## src/hdl/mtf_pkg.sv

```systemverilog
// ----------------------------------------------------------------------------
// mtf_pkg
// Shared constants and types for the move-to-front list.
// ----------------------------------------------------------------------------
`default_nettype none

package mtf_pkg;

    // list capacity (2 .. 256)
    localparam int DEPTH    = 16;
    localparam int IDX_W    = $clog2(DEPTH);
    localparam int CNT_W    = $clog2(DEPTH + 1);
    localparam int DATA_W   = 32;
    localparam int POS_W    = 4;
    localparam int COUNT_W  = 5;

    localparam logic [CNT_W-1:0] LEN_FULL = CNT_W'(DEPTH);

    // operation codes
    localparam logic FUNC_INSERT = 1'b0;
    localparam logic FUNC_SEARCH = 1'b1;

    typedef struct packed {
        logic             found;
        logic [IDX_W-1:0] position;
        logic             refused;
        logic [CNT_W-1:0] count;
    } t_res;

endpackage

`default_nettype wire

```

## src/hdl/move_to_front_list_top.sv

```systemverilog
// ----------------------------------------------------------------------------
// move_to_front_list_top
// Bounded move-to-front list of signed 32-bit values.
// ----------------------------------------------------------------------------
// Usage:
//   Input channel (i_valid / o_stall, i_func, i_value): one beat is one
//   operation. i_func = insert puts i_value at the front; i_func = search
//   looks for the first equal entry and moves it to the front.
//   Output channel (o_valid / i_stall): one result beat per input beat with
//   o_found, o_position (index of the hit before the move), o_refused (insert
//   into a full list) and o_count (entries held afterwards).
//   One item at a time. The entries sit in a RAM with one read and one
//   write port; a single comparator walks them from the front (read, then
//   compare), and the shift walks back from the hit or the end (read, then
//   write) before the value is written at the front.
//   o_stall is high from acceptance until the result moves to the output
//   register.
//   Reset clears the length to zero; RAM contents are not cleared (only
//   entries below the length are ever read).
//   A stalled result holds in the output register; the sequencer finishes
//   its work and waits in its done state until the slot frees.
// ----------------------------------------------------------------------------
`default_nettype none

module move_to_front_list_top
    import mtf_pkg::*;
(
    input  wire logic                     i_clk,
    input  wire logic                     i_rst_n,
    input  wire logic                     i_valid,
    output logic                          o_stall,
    input  wire logic                     i_func,
    input  wire logic signed [DATA_W-1:0] i_value,
    output logic                          o_valid,
    input  wire logic                     i_stall,
    output logic                          o_found,
    output logic [POS_W-1:0]              o_position,
    output logic                          o_refused,
    output logic [COUNT_W-1:0]            o_count
);

    logic              we;
    logic [IDX_W-1:0]  waddr;
    logic [DATA_W-1:0] wdata;
    logic [IDX_W-1:0]  raddr;
    logic [DATA_W-1:0] rdata;
    logic              seq_done;
    t_res              seq_res;
    logic              res_free;

    // output slot: r_ register holding one result beat
    logic              r_valid;
    logic              r_found;
    logic [POS_W-1:0]  r_position;
    logic              r_refused;
    logic [COUNT_W-1:0] r_count;

    mtf_ram #(
        .WIDTH (DATA_W),
        .DEPTH (DEPTH)
    ) u_ram (
        .i_clk   (i_clk),
        .i_we    (we),
        .i_waddr (waddr),
        .i_wdata (wdata),
        .i_raddr (raddr),
        .o_rdata (rdata)
    );

    mtf_seq u_seq (
        .i_clk      (i_clk),
        .i_rst_n    (i_rst_n),
        .i_valid    (i_valid),
        .o_stall    (o_stall),
        .i_func     (i_func),
        .i_value    (i_value),
        .o_we       (we),
        .o_waddr    (waddr),
        .o_wdata    (wdata),
        .o_raddr    (raddr),
        .i_rdata    (rdata),
        .i_res_free (res_free),
        .o_done     (seq_done),
        .o_res      (seq_res)
    );

    // slot is free when empty or being drained this cycle
    assign res_free = !r_valid || !i_stall;

    always_ff @(posedge i_clk) begin
        if (!i_rst_n) begin
            r_valid <= 1'b0;
        end else if (seq_done) begin
            r_valid <= 1'b1;
        end else if (!i_stall) begin
            r_valid <= 1'b0;
        end
        if (seq_done) begin
            // position and count wrap to their field widths
            r_found    <= seq_res.found;
            r_position <= POS_W'(seq_res.position);
            r_refused  <= seq_res.refused;
            r_count    <= COUNT_W'(seq_res.count);
        end
    end

    assign o_valid    = r_valid;
    assign o_found    = r_found;
    assign o_position = r_position;
    assign o_refused  = r_refused;
    assign o_count    = r_count;

endmodule

`default_nettype wire

```

## src/hdl/mtf_ram.sv

```systemverilog
// ----------------------------------------------------------------------------
// mtf_ram
// Generic single-write, single-read RAM with registered read data.
// ----------------------------------------------------------------------------
`default_nettype none

module mtf_ram #(
    parameter int WIDTH = 32,
    parameter int DEPTH = 16
) (
    input  wire logic                     i_clk,
    input  wire logic                     i_we,
    input  wire logic [$clog2(DEPTH)-1:0] i_waddr,
    input  wire logic [WIDTH-1:0]         i_wdata,
    input  wire logic [$clog2(DEPTH)-1:0] i_raddr,
    output logic      [WIDTH-1:0]         o_rdata
);

    logic [WIDTH-1:0] r_mem [DEPTH];

    always_ff @(posedge i_clk) begin
        if (i_we) begin
            r_mem[i_waddr] <= i_wdata;
        end
        o_rdata <= r_mem[i_raddr];
    end

endmodule

`default_nettype wire

```

## src/hdl/mtf_seq.sv

```systemverilog
// ----------------------------------------------------------------------------
// mtf_seq
// Sequencer: a search scans the entry RAM with one comparator; a hit behind
// the front, or an insert, shifts entries back one slot and writes the front.
// ----------------------------------------------------------------------------
`default_nettype none

module mtf_seq
    import mtf_pkg::*;
(
    input  wire logic                     i_clk,
    input  wire logic                     i_rst_n,
    // input beat
    input  wire logic                     i_valid,
    output logic                          o_stall,
    input  wire logic                     i_func,
    input  wire logic signed [DATA_W-1:0] i_value,
    // entry RAM
    output logic                          o_we,
    output logic [IDX_W-1:0]              o_waddr,
    output logic [DATA_W-1:0]             o_wdata,
    output logic [IDX_W-1:0]              o_raddr,
    input  wire logic [DATA_W-1:0]        i_rdata,
    // result
    input  wire logic                     i_res_free,
    output logic                          o_done,
    output t_res                          o_res
);

    localparam logic [2:0] ST_IDLE  = 3'd0;
    localparam logic [2:0] ST_SC_RD = 3'd1;
    localparam logic [2:0] ST_SC_CP = 3'd2;
    localparam logic [2:0] ST_SH_RD = 3'd3;
    localparam logic [2:0] ST_SH_WR = 3'd4;
    localparam logic [2:0] ST_FRONT = 3'd5;
    localparam logic [2:0] ST_DONE  = 3'd6;

    logic [2:0]        r_state, n_state;
    logic              r_func, n_func;
    logic [DATA_W-1:0] r_value, n_value;
    logic [IDX_W-1:0]  r_idx, n_idx;
    logic [CNT_W-1:0]  r_len, n_len;
    logic              r_hit, n_hit;
    logic [IDX_W-1:0]  r_pos, n_pos;
    logic              r_refused, n_refused;

    always_comb begin
        n_state   = r_state;
        n_func    = r_func;
        n_value   = r_value;
        n_idx     = r_idx;
        n_len     = r_len;
        n_hit     = r_hit;
        n_pos     = r_pos;
        n_refused = r_refused;
        o_we      = 1'b0;
        o_waddr   = r_idx;
        o_wdata   = i_rdata;
        o_raddr   = r_idx;
        o_done    = 1'b0;
        case (r_state)
            ST_IDLE: begin
                if (i_valid) begin
                    n_func    = i_func;
                    n_value   = i_value;
                    n_hit     = 1'b0;
                    n_pos     = '0;
                    n_refused = 1'b0;
                    n_idx     = '0;
                    if (i_func == FUNC_INSERT) begin
                        if (r_len >= LEN_FULL) begin
                            n_refused = 1'b1;
                            n_state   = ST_DONE;
                        end else begin
                            n_idx   = IDX_W'(r_len);
                            n_state = ST_SH_RD;
                        end
                    end else if (r_len == '0) begin
                        n_state = ST_DONE;
                    end else begin
                        n_state = ST_SC_RD;
                    end
                end
            end
            ST_SC_RD: begin
                n_state = ST_SC_CP;
            end
            ST_SC_CP: begin
                if (i_rdata == r_value) begin
                    n_hit   = 1'b1;
                    n_pos   = r_idx;
                    // hit at the front leaves the list as is
                    n_state = (r_idx == '0) ? ST_DONE : ST_SH_RD;
                end else if ((CNT_W'(r_idx) + 1'b1) == r_len) begin
                    n_state = ST_DONE;
                end else begin
                    n_idx   = r_idx + 1'b1;
                    n_state = ST_SC_RD;
                end
            end
            ST_SH_RD: begin
                o_raddr = r_idx - 1'b1;
                n_state = (r_idx == '0) ? ST_FRONT : ST_SH_WR;
            end
            ST_SH_WR: begin
                o_we    = 1'b1;
                o_waddr = r_idx;
                o_wdata = i_rdata;
                n_idx   = r_idx - 1'b1;
                n_state = ST_SH_RD;
            end
            ST_FRONT: begin
                o_we    = 1'b1;
                o_waddr = '0;
                o_wdata = r_value;
                if (r_func == FUNC_INSERT) begin
                    n_len = r_len + 1'b1;
                end
                n_state = ST_DONE;
            end
            ST_DONE: begin
                if (i_res_free) begin
                    o_done  = 1'b1;
                    n_state = ST_IDLE;
                end
            end
            default: begin
                n_state = ST_IDLE;
            end
        endcase
    end

    always_ff @(posedge i_clk) begin
        if (!i_rst_n) begin
            r_state <= ST_IDLE;
            r_len   <= '0;
        end else begin
            r_state <= n_state;
            r_len   <= n_len;
        end
        r_func    <= n_func;
        r_value   <= n_value;
        r_idx     <= n_idx;
        r_hit     <= n_hit;
        r_pos     <= n_pos;
        r_refused <= n_refused;
    end

    assign o_stall        = (r_state != ST_IDLE);
    assign o_res.found    = r_hit;
    assign o_res.position = r_pos;
    assign o_res.refused  = r_refused;
    assign o_res.count    = r_len;

    a_len_bound: assert property (@(posedge i_clk) disable iff (!i_rst_n)
        r_len <= LEN_FULL)
        else $error("list length above capacity");

    a_done_free: assert property (@(posedge i_clk) disable iff (!i_rst_n)
        o_done |-> i_res_free)
        else $error("result issued while output slot busy");

    a_refused_full: assert property (@(posedge i_clk) disable iff (!i_rst_n)
        (o_done && o_res.refused) |-> (r_len == LEN_FULL && !o_res.found))
        else $error("insert refused with room left");

    a_hit_in_range: assert property (@(posedge i_clk) disable iff (!i_rst_n)
        (o_done && o_res.found) |-> (CNT_W'(o_res.position) < r_len))
        else $error("hit position beyond list length");

    a_idle_hold: assert property (@(posedge i_clk) disable iff (!i_rst_n)
        (r_state == ST_IDLE && !i_valid) |=> (r_state == ST_IDLE))
        else $error("sequencer left idle without a beat");

endmodule

`default_nettype wire

```

## config.mk

```make
export PLATFORM = sky130hd
export DESIGN_NAME = move_to_front_list_top
export DESIGN_NICKNAME = d
export VERILOG_FILES = /design/src/hdl/mtf_pkg.sv /design/src/hdl/move_to_front_list_top.sv /design/src/hdl/mtf_ram.sv /design/src/hdl/mtf_seq.sv
export SDC_FILE = /design/constraint.sdc
export NUM_CORES = 1
export LEC_CHECK = 0
export ABC_CLOCK_PERIOD_IN_PS = 9460
export BUFFER_PORTS_ARGS = -buffer_cell sky130_fd_sc_hd__buf_2
export CAP_MARGIN = 0
export CORE_MARGIN = 5
export CORE_UTILIZATION = 50
export DETAILED_ROUTE_END_ITERATION = 12
export GPL_ROUTABILITY_DRIVEN = 0
export PLACE_DENSITY = 0.77
export SLEW_MARGIN = 20
export SYNTH_ARGS = -nofsm -noshare
export SYNTH_HDL_FRONTEND = slang
export SYNTH_HIERARCHICAL = 1
export SYNTH_SLANG_ARGS = --single-unit
```

## constraint.sdc

```tcl
create_clock -name i_clk -period 9.46 [get_ports i_clk]
set_input_delay 1.892 -clock i_clk [delete_from_list [all_inputs] [get_ports i_clk]]
set_output_delay 1.892 -clock i_clk [all_outputs]
set_load 0.02 [all_outputs]
```

== After elaboration in Yosys (flattened, before gate mapping) ==
Memories as Yosys holds them, arrays and structs flattened. A register that Yosys moved wholly into a read port is not among the register bits.
Index checks and enable logic that the tools add are counted.

* Equal/unequal tests: 14
* Bitwise gates (word level): 1
* Reduce and logical (&&, ||, !) cells: 15
* $add $sub $neg: 4
* Order comparisons: 1
* Muxes and demuxes: 33

{| class="wikitable"
|+ Operators by type and width
! kind !! count
|-
| $mux 4 || 9
|-
| $eq 32x32->1 || 1
|-
| $mux 32 || 1
|-
| $mux 3 || 8
|-
| $pmux 3 s7 || 1
|-
| $pmux 4 s3 || 1
|-
| $mux 1 || 11
|-
| $eq 3x3->1 const B || 3
|-
| $ne 2x2->1 const B || 4
|-
| $pmux 4 s2 || 1
|-
| $eq 3x2->1 const B || 2
|-
| $reduce_and 2->1 || 3
|-
| $reduce_bool 3->1 || 2
|-
| $add 4x1->5 const B || 1
|-
| $add 5x1->5 const B || 1
|-
| $eq 5x5->1 || 1
|-
| $ge 5x5->1 const B || 1
|-
| $logic_not 5->1 || 1
|-
| $add 4x1->4 const B || 1
|-
| $logic_not 4->1 || 1
|-
| $ne 2x1->1 const B || 2
|-
| $reduce_and 4->1 || 1
|-
| $sub 4x1->4 const B || 1
|-
| $eq 3x1->1 const B || 1
|-
| 8 further kinds || 9
|}

* Logic and storage cells: 82
* RAM bits: 512
* Memories kept: 1
* Output and inout port bits: 13
* Register bits after elaboration: 63
* Input bits: 37

{| class="wikitable"
|+ Memory list
! memory !! words !! bits a word !! rd ports !! clocked after memory_dff !! write ports !! RTL line !! source
|-
| u_ram.r_mem || 16 || 32 || 1 || 1 || 1 || mtf_ram.sv:19 || <nowiki>logic [WIDTH-1:0] r_mem [DEPTH];</nowiki>
|}

== Longest topological paths before layout ==
Gate-level depths: netlist of the first run.

* Depth in word-level cells: 5
* Gate-level depth with buffers: 10
* Depth with buffers taken out: 8

== Modules after synthesis ==
Netlist of the first run, hierarchy kept.

{| class="wikitable"
|+ By module, submodules not included
! module !! times used !! cells each !! area each (um2) !! seq. area each (um2)
|-
| mtf_ram || 1 || 838 || 19835.3 || 16015.4
|-
| mtf_seq || 1 || 263 || 3066.7 || 1451.4
|-
| move_to_front_list_top || 1 || 15 || 365.4 || 350.3
|}

== Worst setup path after synthesis of the first run ==
Ideal clock, no wire load.

* Path type: reg-to-reg
* From: register u_seq.r_state[1]
* To: memory u_ram.r_mem[0][0], enable pin
* Data required time: 8.999 ns
* Buffers on the path: 3
* Cell stages (with the launch flop): 8
* Library setup time: 0.461 ns
* Setup slack: 5.173 ns
* Period minus slack after synthesis: 4.287 ns
* Data arrival time: 3.826 ns
* Path through: dfxtp_1 buf_2 nand3b_1 buf_2 buf_2 and2_1 or3b_2 nor3_1

* Elaborated cells on any way between the ends: 7
* Classes of those cells: eq/ne: 2; mux: 4; reduce/logical: 1

{| class="wikitable"
|+ RTL lines
! what !! RTL line !! source
|-
| start, declared || mtf_seq.sv:38 || <nowiki>logic [2:0] r_state, n_state;</nowiki>
|-
| start signal, assigned || mtf_seq.sv:138 || <nowiki>r_state <= n_state;</nowiki>
|-
| $eq 3x3->1 || mtf_seq.sv:61 || <nowiki>case (r_state)</nowiki>
|-
| $mux 4 || mtf_seq.sv:61 ||
|-
| net waddr[2] || move_to_front_list_top.sv:43 || <nowiki>logic [IDX_W-1:0] waddr;</nowiki>
|-
| end, declared || mtf_ram.sv:19 ||
|}

The timed path passes the listed nets, and every way through them passes these cells.

== Worst setup path after layout of the first run ==
* From: register u_seq.r_idx[0]
* To: register u_ram.o_rdata[17] (read register of u_ram.r_mem)

* Longest elaborated chain between the ends: 2

{| class="wikitable"
|+ RTL lines
! what !! RTL line !! source
|-
| start, declared || mtf_seq.sv:41 || <nowiki>logic [IDX_W-1:0] r_idx, n_idx;</nowiki>
|-
| start signal, assigned || mtf_seq.sv:143 || <nowiki>r_idx <= n_idx;</nowiki>
|-
| $sub 4x1->4 || mtf_seq.sv:102 || <nowiki>o_raddr = r_idx - 1'b1;</nowiki>
|-
| $mux 4 || mtf_seq.sv:61 ||
|-
| net raddr[1] || move_to_front_list_top.sv:45 || <nowiki>logic [IDX_W-1:0] raddr;</nowiki>
|-
| end, declared || mtf_ram.sv:16 || <nowiki>output logic [WIDTH-1:0] o_rdata</nowiki>
|}

The timed path passes the listed nets, and every way through them passes these cells.
A chain may end at the register's enable or synchronous reset.

==> impl_metrics.yaml, run 1 <==
clocking:
  cts_root_buf: "clkbuf_16"
  clkLatencyLatePin_ps: 630
  post_cts_resized: 0
  hold_buffers: 0
  cts_tree: "yes"
  numCtsBuffers: 58
  clkTransAtPathRegs_ps: 60
  cts_buffer_depth: 3
  clock-sinks: 607
  h-tree-depth: 2
  postCtsSetupBuffers: 0
timing:
  tightest_slew_ps: 1130
  max_freq_mhz: 257
  period_minus_slack_ps: 3900
  slew_violations: 0
  skew_ps: 28.6
  relSlewSlack: 0.248
  rsz0062_at_grt: "false"
  period_share: 0.412
  finalSetupViolCount: 0
  tns_ps: 0
  hold_viol_final: 0
finish:
  layout_commonest_cell: "edfxtp_1"
  diodes: 0
  nNetsFinal: 1233
  final_cell_mix: "edfxtp_1 (566), mux4_2 (128), a22oi_1 (64)"
  drive_gt1_frac: 0.287
  fin_util: 0.569
  fin_cells: 1849
  area_delta_synth_final_pct: 13.2
status:
  outcome: "finished, final reports clean"
place:
  port_buffers: 49
  post-place-cells: 1739
  hpwlAfterDp_um: 25400
global_routing:
  antenna_found_initial: 0
  met1_usage: 0.285
  use_met3: 0.0377
  busiest_layer: "met2"
  met2_usage: 0.323
  grt_first_pass_wirelength_um: 75100
  grtUsageTotal: 0.201
  grt_pass1_vias: 11503
  gr-total-overflow: 0
  grt_max_degree: 95
pwr:
  ir_drop_v: 0.000268
  leakage_uw: 0.00846
  power_per_cell_area_nw_per_um2: 312
setup_path:
  critical_path.max_stage_delay_ps: 830
  cp_data_arrival_time_ps: 4390
  cp_max_fo: 69
  slowest_stage: "buf_4"
  r2r-end: "u_ram/o_rdata[17]"
  required_ps: 9950
  r2r_cells: 8
  worstSetupStartpointType: "flop"
  end_kind: "flop"
  r2r_start: "u_seq/r_idx[0]"
  rrSetupSlack_ps: 5560
  critPathKind: "flop to flop"
  path_cells: "inv_1 > ha_1 > o21ai_4 > buf_4 > buf_4 > mux4_2 > a22oi_1 > nand2_1"
  crit_top_cell: "buf_4"
routing:
  first_pass_iters: 5
  initialDrtViolationCount: 1560
  via_count: 11377
  drc: 0
  drt-vias-per-instance: 6.15
  wire_per_inst_um: 27.6
  drtAntennaViolNets: 0
  drt_wl_total_um: 51000
hold_path:
  worstHoldStart: "u_seq/r_pos[2]"
  holdCritPathClass: "flop to flop"
  min_to: "o_position[2]"
  min_path_cells: 0
floorplanning:
  pin_count: 50
  die_x_um: 226
  rows: 79
  coreArea_um2: 46300
  initial_core_util: 0.503
  dieArea_um2: 50900
  die_h_um: 226
yosys:
  synthArstFlopShare: 0
  synth.top_cell.area_share: 0.730
  yosysWarnings: 6
  syn-instance-count: 1116
  syn_avg_cell_area_um2: 20.8
  synthesis.nets: 1157
  yosys-top-cells-area: "edfxtp_1 (73%), mux4_2 (12%), dfxtp_1 (3.5%)"
  synth-seq-area-share: 0.766
  syn_area_um2: 23300
  synthFlopType: "edfxtp_1"
  ys_seq_elements: 607
  synth_edf_count: 566
  synth_area_leader_cell: "edfxtp_1"
  ys_types: 49
run:
  cap_violations: 0
worst max path at each step:
stage                                 from           endpoint  slack, ps  depth (start not counted)
final                       u_seq/r_idx[0]  u_ram/o_rdata[17]       5560                          8
after global routing      u_seq/r_state[1]  u_ram/o_rdata[14]       5320                          9
after CTS                   u_seq/r_idx[0]  u_ram/o_rdata[17]       5580                          8
after detailed placement    u_seq/r_idx[0]  u_ram/o_rdata[17]       5580                          8
after global placement      u_seq/r_idx[0]  u_ram/o_rdata[17]       5690                          8
after floorplan           u_seq/r_state[1]  u_ram/r_mem[0][0]       5170                          7
cell families after synthesis:
kind of cell,share of synthesized area
AO/OA/AOI/OAI,0.0316
XOR/XNOR,0.0166
adder cells (fa/ha/maj),0.00215
buffers and inverters,0.0138
flip-flops,0.766
multiplexers,0.140
AND/OR/NAND/NOR,0.0304
routing by layer:
layer,routed length (um),vias up
met1,19600,5886
met5,0,-
met4,1470,0
li1,-,4762
met2,24900,639
met3,4980,90
worst max-delay path: cells and delay by family, from the launching register on:
kind	cells	cell delay, ps
mux	1	410
buf+inv	3	1800
flops	1	570
compound gates	2	400
fa+ha+maj	1	410
simple gates	1	90
per-stage QoR:
step	area [um^2]	hold WS [ps]	total power [uW]	worst slack, ps
6_report	26300	422	8220	5560
5_1_grt	26300	427	8570	5320
2_1_floorplan	23300	400	5310	5170
4_1_cts	26300	424	8270	5580
3_3_place_gp	24400	406	5840	5690
3_5_place_dp	24400	410	5930	5580
power breakdown:
| part | total, uW | internal (uW) | leakage, uW | switching [uW] |
|---|---|---|---|---|
| clock network | 2340 | 1360 | 0.000960 | 978 |
| registers | 3610 | 3490 | 0.00549 | 129 |
| logic | 2260 | 919 | 0.00202 | 1340 |
cells in the mapped netlist, types with 5 or more instances:
cell type	instances
edfxtp_1	566
mux4_2	128
a22oi_1	64
nand2_1	45
dfxtp_1	41
xor2_1	34
mux2_2	32
nor2_1	25
clkbuf_1	23
buf_2	16
buf_4	11
a21oi_1	10
and2_1	10
buf_1	10
xnor2_1	10
inv_1	9
o21ai_0	8
nor4_2	7
nand3b_1	6
nor3_1	6
nand3_1	5
nor2b_1	5
layout make-up:
| cell class | count | area [um^2] |
|---|---|---|
| clock buffer | 84 | 1660 |
| clock inverter | 26 | 307 |
| fill | 3315 | 19900 |
| inverter | 9 | 33.8 |
| multi-input combinational | 440 | 5300 |
| sequential | 607 | 17800 |
| tap | 607 | 759 |
| timing repair buffer | 76 | 460 |
state kept, by name (all words and copies together) (netlist names):
register,cells
o_count,5
o_found,1
u_seq/r_pos,4
u_seq/r_refused,1
u_seq/r_idx,4
u_seq/r_value,32
o_valid,1
u_seq/r_func,1
u_ram/r_mem,512
u_seq/r_len,5
u_seq/r_hit,1
u_ram/o_rdata,32
u_seq/r_state,3
o_refused,1
o_position,4
Power figures use the tool's default switching activity.
==> run 2, diff against run 1 <==
- ABC_CLOCK_PERIOD_IN_PS: 9460 -> 3150
- PLACE_DENSITY: 0.77 -> 0.79
- clock period: 9.46 -> 3.15 ns (I/O delays scaled with it)
==> impl_metrics.yaml, run 2 (synthesized netlist as in run 1, its figures left out) <==
status:
  outcome: "finished, final reports clean"
pwr:
  clockPowerShare: 0.278
  leakage_uw: 0.00867
  comb_power_share: 0.293
  ir_drop_v: 0.000489
  power_uw: 25200
  power_per_cell_area_nw_per_um2: 943
  p_seq_frac: 0.429
  p_int_uw: 17700
  p_sw_frac: 0.299
  switching_power_uw: 7530
floorplanning:
  coreArea_um2: 46300
  pin_count: 50
  rows: 79
  die_x_um: 226
  die_h_um: 226
  dieArea_um2: 50900
  initial_core_util: 0.503
finish:
  regMostFlops: "u_ram/r_mem"
  layout_commonest_cell: "edfxtp_1"
  nNetsFinal: 1265
  area_delta_synth_final_pct: 14.9
  diodes: 0
  final_cell_mix: "edfxtp_1 (566), mux4_2 (128), a22oi_1 (64)"
  drive_gt1_frac: 0.307
  largest_reg_flops: 512
  fin_util: 0.578
  reg_top3: "u_ram/r_mem (512), u_ram/o_rdata (32), u_seq/r_value (32)"
routing:
  drtAntennaViolNets: 0
  drt_wl_total_um: 51200
  initialDrtViolationCount: 1590
  drt-vias-per-instance: 6.23
  via_count: 11711
  first_pass_iters: 6
  drc: 0
  wire_per_inst_um: 27.3
setup_path:
  critical_path.max_stage_delay_ps: 480
  r2r-end: "u_ram/o_rdata[22]"
  critPathKind: "flop to flop"
  r2r_cells: 10
  cp_data_arrival_time_ps: 3480
  critPathTopFamily: "simple AND/OR/NAND/NOR gates"
  worstSetupStartpointType: "flop"
  end_kind: "flop"
  required_ps: 3710
  cp_max_fo: 12
  path_cells: "inv_1 > nor2_1 > nand2_1 > nor4_1 > xor2_1 > buf_4 > nor2b_4 > buf_4 > a22oi_1 > nand2_1"
  cp.buffers_inverters: 3
  r2r_start: "u_seq/r_state[1]"
  rrSetupSlack_ps: 230
  slowest_stage: "dfxtp_1"
global_routing:
  gr-total-overflow: 0
  grt_first_pass_wirelength_um: 76600
  grt_max_degree: 33
  grt_pass1_vias: 11776
  antenna_found_initial: 0
  grtUsageTotal: 0.203
clocking:
  cts_buffer_depth: 3
  clkTransAtPathRegs_ps: 60
  clkLatencyLatePin_ps: 620
  h-tree-depth: 2
  clock-sinks: 607
  post_cts_resized: 0
  hold_buffers: 0
  cts_tree: "yes"
  cts_root_buf: "clkbuf_16"
  numCtsBuffers: 57
  postCtsSetupBuffers: 0
timing:
  slew_violations: 0
  rsz0062_at_grt: "false"
  period_minus_slack_ps: 2920
  fin_ws_ps: 228
  tightest_slew_ps: 664
  finalSetupViolCount: 0
  hold_ws_ps: 184
  hold_viol_final: 0
  max_freq_mhz: 342
  period_share: 0.928
  relSlewSlack: 0.554
  skew_ps: 23.3
hold_path:
  holdCritPathClass: "input pin to flop"
  worstHoldStart: "i_value[2]"
  min_path_cells: 1
  min_to: "u_seq/r_value[2]"
run:
  cap_violations: 0
place:
  hpwlAfterDp_um: 27800
  port_buffers: 49
  dp_worst_setup_slack_ps: 320
[run 2: changes by cell type in the layout (fill, tap and decap cells not counted), sizes merged]
cell / change
buf: +33
bufinv: +3
clkbuf: -16
clkinv: +9
clkinvlp: +1
[run 2: per-layer routing]
metal / GRT usage / vias to the layer above / routed length (um)
met5: 0 / - / 0
met4: 0.0549 / 0 / 999
met3: 0.0307 / 80 / 4950
met2: 0.328 / 675 / 25300
met1: 0.295 / 6132 / 19900
li1: - / 4824 / -
[run 2: power groups by stage]
stage	clock (uW)	sequential, uW	combinational [uW]
finish	7010	10800	7400
CTS	7110	10800	7430
global route	7480	10900	7960
detailed placement	0	11000	7310
global placement	0	10900	7100
floorplan	0	10800	5120
[run 2: layout make-up]
| cell class | instances | area (um^2) |
|---|---|---|
| clock buffers | 68 | 1500 |
| inverters | 9 | 33.8 |
| clock inverters | 39 | 433 |
| repair buffers | 109 | 883 |
| well taps | 607 | 759 |
| flip-flops and latches | 607 | 17800 |
| fillers | 3232 | 19500 |
| multi-input cells | 440 | 5320 |
[run 2: per-stage QoR]
stage | setup TNS [ps] | cells | area [um^2]
3_5_place_dp | 0 | 1772 | 24800
3_3_place_gp | 0 | 1772 | 24800
4_1_cts | 0 | 1879 | 26700
6_report | 0 | 1879 | 26700
5_1_grt | 0 | 1879 | 26700
2_1_floorplan | -37470 | 1116 | 23300
[run 2: worst max-delay path by stage]
stage | from | end | slack, ps | cells past startpoint
2_1_floorplan | u_seq/r_state[1] | u_ram/r_mem[1][0] | -280 | 7
5_1_grt | u_seq/r_state[1] | u_ram/o_rdata[13] | 40 | 10
4_1_cts | u_seq/r_state[1] | u_ram/o_rdata[22] | 230 | 8
3_5_place_dp | u_seq/r_state[1] | u_ram/o_rdata[22] | 320 | 8
6_report | u_seq/r_state[1] | u_ram/o_rdata[22] | 230 | 10
3_3_place_gp | u_seq/r_state[1] | u_ram/o_rdata[29] | 410 | 9
==> run 3, diff against run 2 <==
- GPL_TIMING_DRIVEN: default -> 0
==> impl_metrics.yaml, run 3 (synthesized netlist as in run 1, its figures left out) <==
pwr:
  leakage_uw: 0.00898
  ir_drop_v: 0.000593
  power_per_cell_area_nw_per_um2: 923
routing:
  initialDrtViolationCount: 1710
  drc: 0
  drt_wl_total_um: 56500
  drtAntennaViolNets: 0
  drt-vias-per-instance: 6.30
  first_pass_iters: 6
  wire_per_inst_um: 29.1
  via_count: 12232
finish:
  area_delta_synth_final_pct: 17.9
  regMostFlops: "u_ram/r_mem"
  nNetsFinal: 1328
  seq_area_um2: 17800
  reg_top3: "u_ram/r_mem (512), u_ram/o_rdata (32), u_seq/r_value (32)"
  final_cell_mix: "edfxtp_1 (566), mux4_2 (128), buf_2 (67)"
  layout_commonest_cell: "edfxtp_1"
  diodes: 0
  largest_reg_flops: 512
  fillCellCount: 3109
  multi_input_area_um2: 5300
  drive_gt1_frac: 0.325
clocking:
  numCtsBuffers: 58
  h-tree-depth: 2
  clkTransAtPathRegs_ps: 60
  cts_tree: "yes"
  clkLatencyLatePin_ps: 610
  cts_buffer_depth: 3
  clock-sinks: 607
  hold_buffers: 0
  cts_root_buf: "clkbuf_16"
run:
  cap_violations: 0
timing:
  slew_violations: 0
  skew_ps: 12.2
  period_share: 1.00
  fin_ws_ps: -8.32
  period_minus_slack_ps: 3160
  hold_viol_final: 0
  max_freq_mhz: 317
  tightest_slew_ps: 743
  relSlewSlack: 0.504
  tns_ps: -27.7
  finalSetupViolCount: 6
status:
  outcome: "finished, violations left"
  violations: "negative setup slack"
global_routing:
  grt_pass1_vias: 12435
  gr-total-overflow: 0
  grt_first_pass_wirelength_um: 82000
  grt_max_degree: 20
  antenna_found_initial: 0
  grtUsageTotal: 0.221
setup_path:
  critPathKind: "flop to flop"
  cp_data_arrival_time_ps: 3460
  required_ps: 3460
  worstSetupStartpointType: "flop"
  cp_max_fo: 13
  end_kind: "flop"
floorplanning:
  dieArea_um2: 50900
  rows: 79
  pin_count: 50
  die_x_um: 226
  initial_core_util: 0.503
  coreArea_um2: 46300
  die_h_um: 226
place:
  dp_worst_setup_slack_ps: -401
  hpwlAfterDp_um: 34600
  port_buffers: 49
hold_path:
  holdCritPathClass: "input pin to flop"
-- run 3: layout make-up --
type                       instances  share of cell area
sequential                       607               0.650
multi-input combinational        440               0.193
clock buffer                      89              0.0598
timing repair buffer             112              0.0489
tap                              607              0.0277
buffer                            59              0.0123
clock inverter                    20             0.00721
inverter                           9             0.00123
-- run 3: through the flow --
| step | area, um^2 | power, uW | hold WS [ps] | std cells | util |
|---|---|---|---|---|---|
| floorplan | 23300 | 15900 | 400 | 1116 | - |
| global placement | 24300 | 17900 | 402 | 1772 | 0.525 |
| detailed placement | 25200 | 18400 | 411 | 1806 | 0.544 |
| CTS | 27300 | 25100 | 174 | 1934 | 0.590 |
| global route | 27400 | 26200 | 171 | 1943 | 0.593 |
| finish | 27400 | 25300 | 199 | 1943 | 0.593 |
-- run 3: what timing repair did --
action / in CTS / in global routing
gates resized for setup: 30 / 25
setup endpoints to repair: 411 / 127
pin swaps: 14 / 3
setup buffers: 19 / 10
-- run 3: final timing paths --
check	endpoint	depth (start not counted)	slack, ps	startpoint
max	u_ram/r_mem[9][23]	9	-8	u_seq/r_state[1]
min	u_seq/r_value[30]	1	200	i_value[30]
max reg2reg	u_ram/r_mem[9][23]	9	-8	u_seq/r_state[1]
min reg2reg	o_position[3]	0	420	u_seq/r_pos[3]
-- run 3: per-layer routing --
layer	wire (um)	GRT usage	vias to the layer above
met2	27000	0.345	829
met5	0	0	-
met4	2230	0.0795	0
met1	21100	0.307	6326
li1	-	-	4937
met3	6230	0.0576	140
-- run 3: worst max-delay path, cell delays in order (launching register included) --
cell	delay (ps)
dfxtp_1	320
buf_2	190
nand3b_1	130
buf_2	360
clkbuf_4	390
and2_1	310
nand3b_1	390
nor2_4	340
buf_16	210
buf_16	180
-- run 3: power by group --
part | internal, uW | switching, uW | total (uW)
Combinational | 3040 | 4750 | 7790
Clock | 3840 | 2890 | 6730
Sequential | 10500 | 319 | 10800
Total | 17300 | 7960 | 25300
